### config.mk
export PLATFORM = sky130hd
export DESIGN_NAME = calendar_date_subtract_top
export DESIGN_NICKNAME = d
export VERILOG_FILES = /design/src/hdl/cds_pkg.sv /design/src/hdl/calendar_date_subtract_top.sv /design/src/hdl/cds_front.sv /design/src/hdl/cds_fifo.sv /design/src/hdl/cds_back.sv
export VERILOG_INCLUDE_DIRS = /design/src /design/src/hdl
export SDC_FILE = /design/constraint.sdc
export NUM_CORES = 1
export LEC_CHECK = 0
export BUFFER_PORTS_ARGS = -buffer_cell sky130_fd_sc_hd__clkbuf_2
export CAP_MARGIN = 20
export CORE_UTILIZATION = 30
export DETAILED_ROUTE_END_ITERATION = 12
export GPL_ROUTABILITY_DRIVEN = 0
export PLACE_DENSITY_LB_ADDON = 0.25
export SYNTH_ARGS = -nofsm -noshare
export SYNTH_HDL_FRONTEND = slang
export SYNTH_SLANG_ARGS = --single-unit
### constraint.sdc
create_clock -name clk_i -period 6.2 [get_ports clk_i]
set_input_delay 1.86 -clock clk_i [delete_from_list [all_inputs] [get_ports clk_i]]
set_output_delay 1.86 -clock clk_i [all_outputs]
set_load 0.05 [all_outputs]
### src/hdl/calendar_date_subtract_top_assert.svh
// Assertion macros used by the date subtraction back end.
// Clock and active-low reset are passed in; no other dependencies.
`ifndef CALENDAR_DATE_SUBTRACT_TOP_ASSERT_SVH
`define CALENDAR_DATE_SUBTRACT_TOP_ASSERT_SVH

`ifndef ASSERT_OFF
`define CDS_ASSERT(lbl, clk, rst_n, prop, msg) \
  lbl: assert property (@(posedge clk) disable iff (!rst_n) prop) else $error(msg);
`define CDS_ASSERT_NEVER(lbl, clk, rst_n, cond, msg) \
  lbl: assert property (@(posedge clk) disable iff (!rst_n) !(cond)) else $error(msg);
`else
`define CDS_ASSERT(lbl, clk, rst_n, prop, msg)
`define CDS_ASSERT_NEVER(lbl, clk, rst_n, cond, msg)
`endif

`endif

### src/hdl/cds_pkg.sv
// Types, constants and calendar helper functions for the date subtraction block.
// No dependencies; used by every module of the block.
package cds_pkg;

  localparam int COUNT_W    = 10;
  localparam int COUNT_BITS = 10;
  localparam int STEP_W     = COUNT_BITS + 3;  // holds count * 7
  localparam int YEAR_W     = 16;
  localparam int QUOT_W     = 12;              // floor(65535 / 25) fits
  localparam int PROD_W     = 33;
  localparam int RES_W      = 5;

  // floor(u / 25) = (u * RECIP25) >> RECIP_SHIFT for every 16-bit u
  localparam logic [16:0]       RECIP25     = 17'd83887;
  localparam int                RECIP_SHIFT = 21;

  // Year residue tracked as (year + 32768) mod 25.
  localparam logic [RES_W-1:0]  RES_DIV25 = 5'd18;  // signed year divisible by 25
  localparam logic [RES_W-1:0]  RES_TOP   = 5'd24;
  localparam logic [RES_W-1:0]  RES_WRAP  = 5'd10;  // 65535 mod 25
  localparam logic [YEAR_W-1:0] YEAR_MIN  = 16'h8000;
  localparam logic [YEAR_W-1:0] YEAR_FLIP = 16'h8000;

  localparam logic [3:0] MONTH_JAN = 4'd1;
  localparam logic [3:0] MONTH_FEB = 4'd2;
  localparam logic [3:0] MONTH_DEC = 4'd12;
  localparam logic [4:0] DAY_FIRST = 5'd1;
  localparam logic [4:0] FEB_LEAP  = 5'd29;

  localparam logic [4:0] MONTH_LEN [12] = '{
    5'd31, 5'd28, 5'd31, 5'd30, 5'd31, 5'd30,
    5'd31, 5'd31, 5'd30, 5'd31, 5'd30, 5'd31
  };

  localparam int FIFO_DEPTH = 2;
  localparam int FIFO_PTR_W = 1;
  localparam int FIFO_CNT_W = 2;

  typedef enum logic [1:0] {
    OP_DAYS   = 2'd0,
    OP_WEEKS  = 2'd1,
    OP_MONTHS = 2'd2,
    OP_YEARS  = 2'd3
  } cds_op_e;

  typedef struct packed {
    cds_op_e                   op;
    logic [4:0]                day;
    logic [3:0]                month;
    logic signed [YEAR_W-1:0]  year;
    logic [COUNT_W-1:0]        count;
  } cds_in_t;

  typedef struct packed {
    logic [4:0]                new_day;
    logic [3:0]                new_month;
    logic signed [YEAR_W-1:0]  new_year;
  } cds_out_t;

  // Classified job handed from front to back.
  typedef struct packed {
    cds_op_e             op;
    logic [4:0]          day;
    logic [3:0]          month;
    logic [YEAR_W-1:0]   year;
    logic [RES_W-1:0]    res;
    logic [STEP_W-1:0]   steps;
  } cds_job_t;

  function automatic logic is_leap(logic [YEAR_W-1:0] year, logic [RES_W-1:0] res);
    logic div25;
    div25 = (res == RES_DIV25);
    return ((year[1:0] == 2'b00) && !div25) || ((year[3:0] == 4'b0000) && div25);
  endfunction

  function automatic logic [4:0] days_in(logic [3:0] month, logic leap);
    logic [3:0] idx;
    idx = month - MONTH_JAN;
    if (month == MONTH_FEB) begin
      return leap ? FEB_LEAP : MONTH_LEN[1];
    end
    return MONTH_LEN[idx];
  endfunction

endpackage

### src/hdl/calendar_date_subtract_top.sv
// Path: an accepted word passes the front register and the queue into the back end, which
//   runs count steps for days and months, 7 * count for weeks, none for years, then registers it.
// Flow: the back end takes one word at a time through its one-step-per-cycle loop;
//   a two-entry queue lets the front take up to three more words meanwhile.
// Reset: asynchronous, active low; clears queue, valids and state, no clearing pass.
module calendar_date_subtract_top (
  input  logic              clk_i,
  input  logic              rst_ni,
  input  logic              in_valid_i,
  output logic              in_ready_o,
  input  cds_pkg::cds_in_t  in_data_i,
  output logic              out_valid_o,
  input  logic              out_ready_i,
  output cds_pkg::cds_out_t out_data_o
);
  import cds_pkg::*;

  logic     push, full, pop, empty;
  cds_job_t push_job, pop_job;

  cds_front u_front (
    .clk_i       (clk_i),
    .rst_ni      (rst_ni),
    .in_valid_i  (in_valid_i),
    .in_ready_o  (in_ready_o),
    .in_data_i   (in_data_i),
    .push_o      (push),
    .push_data_o (push_job),
    .full_i      (full)
  );

  cds_fifo u_fifo (
    .clk_i       (clk_i),
    .rst_ni      (rst_ni),
    .push_i      (push),
    .push_data_i (push_job),
    .full_o      (full),
    .pop_i       (pop),
    .empty_o     (empty),
    .pop_data_o  (pop_job)
  );

  cds_back u_back (
    .clk_i       (clk_i),
    .rst_ni      (rst_ni),
    .empty_i     (empty),
    .job_i       (pop_job),
    .pop_o       (pop),
    .out_valid_o (out_valid_o),
    .out_ready_i (out_ready_i),
    .out_data_o  (out_data_o)
  );

endmodule

### src/hdl/cds_front.sv
// Front end: accepts request words, normalizes the date, sizes the step count
// and works out the year residue mod 25. Depends on cds_pkg.
module cds_front (
  input  logic              clk_i,
  input  logic              rst_ni,
  input  logic              in_valid_i,
  output logic              in_ready_o,
  input  cds_pkg::cds_in_t  in_data_i,
  output logic              push_o,
  output cds_pkg::cds_job_t push_data_o,
  input  logic              full_i
);
  import cds_pkg::*;

  logic                s1_valid_q, s1_valid_d;
  cds_op_e             s1_op_q;
  logic [4:0]          s1_day_q;
  logic [3:0]          s1_month_q;
  logic [YEAR_W-1:0]   s1_year_q;
  logic [STEP_W-1:0]   s1_steps_q;
  logic [QUOT_W-1:0]   s1_quot_q;

  logic                accept;
  logic [3:0]          month_n;
  logic [4:0]          day_n;
  logic [YEAR_W-1:0]   ubias;
  logic [PROD_W-1:0]   prod;
  logic [STEP_W-1:0]   cnt_ext;
  logic [STEP_W-1:0]   steps;
  logic [YEAR_W-1:0]   quot_ext;
  logic [YEAR_W-1:0]   q25;
  logic [YEAR_W-1:0]   rem;

  assign in_ready_o = !s1_valid_q || !full_i;
  assign accept     = in_valid_i && in_ready_o;
  assign push_o     = s1_valid_q && !full_i;

  always_comb begin
    month_n = in_data_i.month;
    if (in_data_i.month == 4'd0) begin
      month_n = MONTH_JAN;
    end else if (in_data_i.month > MONTH_DEC) begin
      month_n = MONTH_DEC;
    end
    day_n = (in_data_i.day == 5'd0) ? DAY_FIRST : in_data_i.day;
  end

  assign ubias   = YEAR_W'(in_data_i.year) ^ YEAR_FLIP;
  assign prod    = PROD_W'(ubias) * PROD_W'(RECIP25);
  assign cnt_ext = STEP_W'(in_data_i.count[COUNT_BITS-1:0]);

  always_comb begin
    case (in_data_i.op)
      OP_WEEKS: steps = STEP_W'(cnt_ext << 3) - cnt_ext;
      default:  steps = cnt_ext;
    endcase
  end

  always_ff @(posedge clk_i or negedge rst_ni) begin
    if (!rst_ni) begin
      s1_valid_q <= 1'b0;
    end else begin
      s1_valid_q <= s1_valid_d;
    end
  end

  always_comb begin
    s1_valid_d = s1_valid_q;
    if (accept) begin
      s1_valid_d = 1'b1;
    end else if (push_o) begin
      s1_valid_d = 1'b0;
    end
  end

  always_ff @(posedge clk_i) begin
    if (accept) begin
      s1_op_q    <= in_data_i.op;
      s1_day_q   <= day_n;
      s1_month_q <= month_n;
      s1_year_q  <= YEAR_W'(in_data_i.year);
      s1_steps_q <= steps;
      s1_quot_q  <= prod[RECIP_SHIFT +: QUOT_W];
    end
  end

  // Residue of the biased year: u - 25 * floor(u / 25)
  assign quot_ext = YEAR_W'(s1_quot_q);
  assign q25      = (quot_ext << 4) + (quot_ext << 3) + quot_ext;
  assign rem      = (s1_year_q ^ YEAR_FLIP) - q25;

  always_comb begin
    push_data_o.op    = s1_op_q;
    push_data_o.day   = s1_day_q;
    push_data_o.month = s1_month_q;
    push_data_o.year  = s1_year_q;
    push_data_o.res   = rem[RES_W-1:0];
    push_data_o.steps = s1_steps_q;
  end

endmodule

### src/hdl/cds_fifo.sv
// Two-entry job queue between front and back.
// Depends on cds_pkg for the job type and depth.
module cds_fifo (
  input  logic              clk_i,
  input  logic              rst_ni,
  input  logic              push_i,
  input  cds_pkg::cds_job_t push_data_i,
  output logic              full_o,
  input  logic              pop_i,
  output logic              empty_o,
  output cds_pkg::cds_job_t pop_data_o
);
  import cds_pkg::*;

  cds_job_t              mem_q [FIFO_DEPTH];
  logic [FIFO_PTR_W-1:0] wr_ptr_q, wr_ptr_d;
  logic [FIFO_PTR_W-1:0] rd_ptr_q, rd_ptr_d;
  logic [FIFO_CNT_W-1:0] cnt_q, cnt_d;
  logic                  do_push, do_pop;

  assign full_o     = (cnt_q == FIFO_CNT_W'(FIFO_DEPTH));
  assign empty_o    = (cnt_q == '0);
  assign do_push    = push_i && !full_o;
  assign do_pop     = pop_i && !empty_o;
  assign pop_data_o = mem_q[rd_ptr_q];

  always_comb begin
    wr_ptr_d = do_push ? wr_ptr_q + 1'b1 : wr_ptr_q;
    rd_ptr_d = do_pop ? rd_ptr_q + 1'b1 : rd_ptr_q;
    cnt_d    = cnt_q;
    if (do_push && !do_pop) begin
      cnt_d = cnt_q + 1'b1;
    end else if (do_pop && !do_push) begin
      cnt_d = cnt_q - 1'b1;
    end
  end

  always_ff @(posedge clk_i or negedge rst_ni) begin
    if (!rst_ni) begin
      wr_ptr_q <= '0;
      rd_ptr_q <= '0;
      cnt_q    <= '0;
    end else begin
      wr_ptr_q <= wr_ptr_d;
      rd_ptr_q <= rd_ptr_d;
      cnt_q    <= cnt_d;
    end
  end

  always_ff @(posedge clk_i) begin
    if (do_push) begin
      mem_q[wr_ptr_q] <= push_data_i;
    end
  end

endmodule

### src/hdl/cds_back.sv
// Back end: steps a date back one day or one month per cycle (years at load)
// and holds the result in an output register. Uses cds_pkg, assertion macros.
`include "calendar_date_subtract_top_assert.svh"

module cds_back (
  input  logic               clk_i,
  input  logic               rst_ni,
  input  logic               empty_i,
  input  cds_pkg::cds_job_t  job_i,
  output logic               pop_o,
  output logic               out_valid_o,
  input  logic               out_ready_i,
  output cds_pkg::cds_out_t  out_data_o
);
  import cds_pkg::*;

  typedef enum logic [1:0] {
    ST_IDLE = 2'b01,
    ST_RUN  = 2'b10
  } state_e;

  state_e              state_q, state_d;
  logic                out_valid_q, out_valid_d;
  cds_out_t            out_q;
  cds_op_e             op_q;
  logic [4:0]          day_q, day_d;
  logic [3:0]          month_q, month_d;
  logic [YEAR_W-1:0]   year_q, year_d;
  logic [RES_W-1:0]    res_q, res_d;
  logic [STEP_W-1:0]   steps_q, steps_d;

  logic                slot_free, finish;
  logic [YEAR_W-1:0]   yr_dec;
  logic [RES_W-1:0]    res_dec;
  logic [3:0]          prev_m;
  logic [YEAR_W-1:0]   prev_y;
  logic [RES_W-1:0]    prev_r;
  logic [4:0]          prev_len;

  assign slot_free   = !out_valid_q || out_ready_i;
  assign pop_o       = (state_q == ST_IDLE) && !empty_i;
  assign finish      = (state_q == ST_RUN) && (steps_q == '0) && slot_free;
  assign out_valid_o = out_valid_q;
  assign out_data_o  = out_q;

  // Previous month, wrapping into December of the year before.
  always_comb begin
    yr_dec = year_q - 1'b1;
    if (res_q == '0) begin
      res_dec = (year_q == YEAR_MIN) ? RES_WRAP : RES_TOP;
    end else begin
      res_dec = res_q - 1'b1;
    end
    if (month_q == MONTH_JAN) begin
      prev_m = MONTH_DEC;
      prev_y = yr_dec;
      prev_r = res_dec;
    end else begin
      prev_m = month_q - 1'b1;
      prev_y = year_q;
      prev_r = res_q;
    end
    prev_len = days_in(prev_m, is_leap(prev_y, prev_r));
  end

  always_comb begin
    state_d = state_q;
    day_d   = day_q;
    month_d = month_q;
    year_d  = year_q;
    res_d   = res_q;
    steps_d = steps_q;
    case (state_q)
      ST_IDLE: begin
        if (pop_o) begin
          state_d = ST_RUN;
          day_d   = job_i.day;
          month_d = job_i.month;
          year_d  = job_i.year;
          res_d   = job_i.res;
          steps_d = job_i.steps;
          if (job_i.op == OP_YEARS) begin
            year_d  = job_i.year - YEAR_W'(job_i.steps);
            steps_d = '0;
          end
        end
      end
      ST_RUN: begin
        if (steps_q == '0) begin
          if (slot_free) begin
            state_d = ST_IDLE;
          end
        end else begin
          steps_d = steps_q - 1'b1;
          case (op_q)
            OP_MONTHS: begin
              month_d = prev_m;
              year_d  = prev_y;
              res_d   = prev_r;
              day_d   = (day_q > prev_len) ? prev_len : day_q;
            end
            default: begin
              if (day_q > DAY_FIRST) begin
                day_d = day_q - 1'b1;
              end else begin
                month_d = prev_m;
                year_d  = prev_y;
                res_d   = prev_r;
                day_d   = prev_len;
              end
            end
          endcase
        end
      end
      default: state_d = ST_IDLE;
    endcase
  end

  always_comb begin
    out_valid_d = out_valid_q;
    if (finish) begin
      out_valid_d = 1'b1;
    end else if (out_ready_i) begin
      out_valid_d = 1'b0;
    end
  end

  always_ff @(posedge clk_i or negedge rst_ni) begin
    if (!rst_ni) begin
      state_q     <= ST_IDLE;
      out_valid_q <= 1'b0;
    end else begin
      state_q     <= state_d;
      out_valid_q <= out_valid_d;
    end
  end

  always_ff @(posedge clk_i) begin
    day_q   <= day_d;
    month_q <= month_d;
    year_q  <= year_d;
    res_q   <= res_d;
    steps_q <= steps_d;
    if (pop_o) begin
      op_q <= job_i.op;
    end
    if (finish) begin
      out_q.new_day   <= day_q;
      out_q.new_month <= month_q;
      out_q.new_year  <= $signed(year_q);
    end
  end

  `CDS_ASSERT_NEVER(a_day_zero, clk_i, rst_ni, (state_q == ST_RUN) && (day_q == '0), "day reached zero")
  `CDS_ASSERT(a_month_range, clk_i, rst_ni, (state_q == ST_RUN) |-> ((month_q >= MONTH_JAN) && (month_q <= MONTH_DEC)), "month out of range")
  `CDS_ASSERT(a_res_range, clk_i, rst_ni, (state_q == ST_RUN) |-> (res_q <= RES_TOP), "year residue out of range")
  `CDS_ASSERT(a_countdown, clk_i, rst_ni, ((state_q == ST_RUN) && (steps_q != '0)) |=> ((state_q == ST_RUN) && (steps_q == $past(steps_q) - 1'b1)), "step counter skipped")

endmodule

==> metrics.md <==
| Metric | Value |
|---|---|
| Outcome | `complete, no violations` |
| Vias in the first global route | `9,368` |
| Initial DRC Count | `between 400 and 500` |
| # fillers | `between 4,000 and 5,000` |
| Dpl hpwl | `about 24,000 um` |
| Largest family of logic cells by synthesized area | `adder cells` |
| Register share of total power | `0.243` |
| Rows | `80` |
| Cells after Synth | `roughly 1,300` |
| Cell internal pwr | `roughly 5.3 mW` |
| Core area | `47,700 um^2` |
| Mapped Nets | `between 1,500 and 2,000` |
| H-Tree Level Count | `1` |
| Reg-to-reg setup timing slack | `approximately 2200 ps` |
| Hold endpoint | `u_fifo.mem_q[0][26]$_DFFE_PP_` |
| Asr flop ratio synth | `0.0376` |
| Hold depth | `0` |
| Combinational Power Share | `0.605` |
| Total gr overflow | `0` |
| Post-synth cell types | `63` |
| Antenna fix cells | `0` |
| Boundary pin count | `68` |
| # DRC | `0` |
| Largest net degree at the start of global routing | `53` |
| Worst-path fanout max | `3` |
| Detailed-route via count | `~9,200` |
| Clock slew at reported path FFs | `about 60 ps` |
| Fin crit period | `about 6000 ps` |
| Peak supply drop | `0.000455 V` |
| Die area | `slightly below 50,000 um^2` |
| Avg Cell Area, Syn | `11.6 um^2` |
| Final core occ | `0.361` |
| Hold Path Class | `reg2reg` |
| Static Leak | `~7.3 nW` |
| CTS tree | `done` |
| R2R depth | `11` |
| F_max | `163 MHz` |
| Clock power frac | `0.153` |
| R2R Path End | `u_back.year_q[14]$_DFFE_PP_` |
| TritonCTS sink count | `roughly 210` |
| Worst flop-to-flop path startpoint | `u_fifo.rd_ptr_q$_DFFE_PN0P_` |
| Share of layout cells above drive strength 1 | `0.197` |
| Synth warn | `0` |
| Die W | `222 um` |
| Post-Synth Adder-Cell Area | `0.252` |
| Top FF cell, synth | `edfxtp_1` |
| Unrepaired setup endpoints after global routing | `yes` |
| Nets | `between 1,500 and 2,000` |
| CP Data Arrival Time | `between 6000 and 7000 ps` |
| Die Ht | `around 220 um` |
| Vias per inst | `4.55` |
| Sw Ratio | `0.381` |
| NetSw | `roughly 3.3 mW` |
| Sequential share of the synthesized area | `0.437` |
| Clock Latency Late Sink | `520 ps` |
| # port buffers | `between 60 and 70` |
| Critical Path Start | `in_data_i[23]` |
| Worst setup EP type | `register` |
| Initial antenna violation count | `0` |
| Final setup fails | `0` |
| Synth Area in Compound Gates | `0.0891` |
| Pwr Total | `roughly 8.6 mW` |
| Total GRT Usage | `0.125` |
| Critical path type | `in2reg` |
| Footprint of the multi-input gates | `roughly 7500 um^2` |
| Hold Vio Cnt, Final | `0` |
| Antenna Nets Post-Route | `0` |
| Hold buffer count at CTS | `0` |
| Final WL | `30,700 um` |
| First-pass GRT wire length | `a little under 50,000 um` |
| Crit share post-route | `0.988` |
| Power per Cell Area | `498 nW/um^2` |
| Critical Path RT | `approximately 6500 ps` |
| Max Cap Violations | `0` |
| Final Slew Violations | `0` |
| Simple-Gate Fraction of Synth Area | `0.0884` |
| Max clock buf depth | `3` |
| Clk root buf | `clkbuf_16` |
| Critical Path Start Type | `input port` |
| Clk_skew | `about 26 ps` |
| Hold Path Origin | `u_front.s1_year_q[8]$_DFFE_PP_` |
| Synthesized area | `approximately 15,000 um^2` |
| Seq. cell area | `6360 um^2` |
| Xor-xnor portion of the synthesized cell area | `0.0368` |
| Layout overhead on the synthesized area | `18.7%` |
| Post-synth EDFFs | `205` |
| Flops & latches, synth | `around 210` |
| Routed len/inst | `~15 um` |
| Relative slew margins | `0.361` |
| Pre-antenna DRT Iters | `4` |
| Mux contribution to synthesized area | `0.0297` |
| Worst slew pin tran | `between 900 and 1000 ps` |
| Initial Utilization | `0.304` |
| Number of buffers created by CTS | `21` |
[cells in the mapped netlist (all sizes together) (3+ instances only)]
| master | count | share of area |
|---|---|---|
| a211oi | 16 | 0.0083 |
| a21boi | 3 | 0.0015 |
| a21o | 11 | 0.0057 |
| a21oi | 46 | 0.016 |
| a311oi | 4 | 0.0024 |
| a31oi | 10 | 0.0043 |
| and2 | 7 | 0.0030 |
| and3 | 6 | 0.0026 |
| buf | 8 | 0.0028 |
| clkbuf | 21 | 0.0054 |
| dfrtp | 7 | 0.012 |
| edfxtp | 205 | 0.42 |
| fa | 97 | 0.13 |
| ha | 138 | 0.12 |
| inv | 224 | 0.058 |
| mux2 | 17 | 0.013 |
| mux2i | 24 | 0.017 |
| nand2 | 69 | 0.018 |
| nand2b | 16 | 0.0071 |
| nand3 | 16 | 0.0055 |
| nand3b | 5 | 0.0026 |
| nand4 | 3 | 0.0013 |
| nor2 | 49 | 0.013 |
| nor2b | 15 | 0.0065 |
| nor3 | 23 | 0.0079 |
| nor3b | 7 | 0.0051 |
| nor4 | 11 | 0.0058 |
| nor4b | 3 | 0.0018 |
| o211ai | 4 | 0.0021 |
| o21a | 10 | 0.0052 |
| o21ai | 46 | 0.016 |
| o21bai | 3 | 0.0015 |
| o221ai | 4 | 0.0024 |
| o22ai | 7 | 0.0030 |
| o31ai | 20 | 0.010 |
| o41ai | 3 | 0.0023 |
| or3 | 8 | 0.0038 |
| or3b | 3 | 0.0018 |
| or4 | 3 | 0.0018 |
| xnor2 | 40 | 0.024 |
| xor2 | 21 | 0.013 |
[power by group through the flow]
| stage | clock network, mW | registers, mW | logic (mW) |
|---|---|---|---|
| 2_1_floorplan | 0 | 2.10 | 3.06 |
| 5_1_grt | 1.40 | 2.11 | 5.87 |
| 3_5_place_dp | 0 | 2.12 | 4.61 |
| 6_report | 1.31 | 2.09 | 5.20 |
| 4_1_cts | 1.36 | 2.09 | 4.66 |
| 3_3_place_gp | 0 | 2.11 | 4.57 |
[what timing repair did]
item,4_1_cts,5_1_grt
pin swaps,0,33
resized for setup,2,58
endpoints found under the hold margin,0,0
endpoints found under the setup margin,2,4
buffers inserted,0,4
[cell usage in the layout (no fill, tap or decap), types with 11 or more instances in the layout]
cell type	n
mux2_2	17
xnor2_1	40
fa_1	88
ha_4	13
ha_1	122
xor2_1	21
edfxtp_1	205
clkbuf_16	21
nand3_1	15
nor2_1	46
nand2_1	68
inv_1	210
a21o_1	11
nor3_1	23
buf_4	89
clkbuf_2	58
inv_2	11
a21oi_1	39
o21ai_0	42
a211oi_1	15
nand2b_1	15
o31ai_1	19
nor2b_1	15
mux2i_1	24
[registers in the layout (all words and copies together) (netlist names)]
signal / flops
u_front.s1_op_q: 2
u_back.year_q: 16
u_back.op_q: 2
u_front.s1_month_q: 4
u_back.month_q: 4
u_front.s1_steps_q: 13
u_front.s1_quot_q: 5
u_fifo.cnt_q: 2
u_back.out_valid_o: 1
u_back.res_q: 5
u_front.s1_year_q: 16
u_fifo.mem_q: 90
u_fifo.wr_ptr_q: 1
u_back.steps_q: 13
u_back.out_data_o: 25
u_front.s1_valid_q: 1
u_back.state_q: 2
u_front.s1_day_q: 5
u_back.day_q: 5
u_fifo.rd_ptr_q: 1
[worst max-delay path by stage]
stage                                                end  slack, ps  depth (start not counted)
after floorplan           u_front.s1_quot_q[1]$_DFFE_PP_        -90                         16
after global placement    u_front.s1_quot_q[4]$_DFFE_PP_       -530                         20
after detailed placement  u_front.s1_quot_q[4]$_DFFE_PP_       -560                         20
after CTS                 u_front.s1_quot_q[4]$_DFFE_PP_         10                         20
after global routing      u_front.s1_quot_q[3]$_DFFE_PP_        -90                         19
final                     u_front.s1_quot_q[4]$_DFFE_PP_         80                         19
[critical path, cell delays in order]
cell and delay, ps:
buf_8 100, fa_2 580, inv_2 40, fa_1 490
inv_2 40, fa_1 550, fa_1 460, fa_1 510
inv_1 50, fa_1 490, inv_2 50, ha_4 260
nand2_2 40, nor2_1 80, o211ai_1 120, a21oi_2 240
nand3_2 120, and3_4 180, a311oi_2 180
[through the flow]
stage / hold WS [ps] / cells / setup TNS (ps) / setup slack [ps] / cell area (um^2)
2_1_floorplan: 421 / 1250 / -217 / -87.1 / 14600
3_3_place_gp: 424 / 1988 / -2230 / -529 / 16300
3_5_place_dp: 430 / 1988 / -2300 / -557 / 16300
4_1_cts: 445 / 2025 / 0 / 14.1 / 17000
5_1_grt: 451 / 2030 / -179 / -85.4 / 17300
6_report: 444 / 2030 / 0 / 77.2 / 17300
[cells by family (layout without fill, tap and decap cells)]
| group | Yosys count | after routing |
|---|---|---|
| simple gates | 247 | 247 |
| flops | 213 | 213 |
| compound gates | 200 | 200 |
| mux | 41 | 41 |
| xor+xnor | 61 | 61 |
| buf+inv | 253 | 418 |
| fa+ha+maj | 235 | 235 |
[area by class of cell]
class                      instances  share of cell area
inverter                         224              0.0492
clock buffer                      24              0.0311
timing repair buffer             157              0.0625
sequential                       213               0.369
multi-input combinational        784               0.434
clock inverter                    13             0.00964
tap                              615              0.0446
[layer usage]
metal,GRT usage,vias to the layer above,share of wire
met3,0.0158,29,0.030
li1,-,4628,-
met5,0,-,0
met4,0.0311,0,0.016
met2,0.214,119,0.48
met1,0.167,4459,0.47
Note: power is estimated with default switching activity, not from simulation.
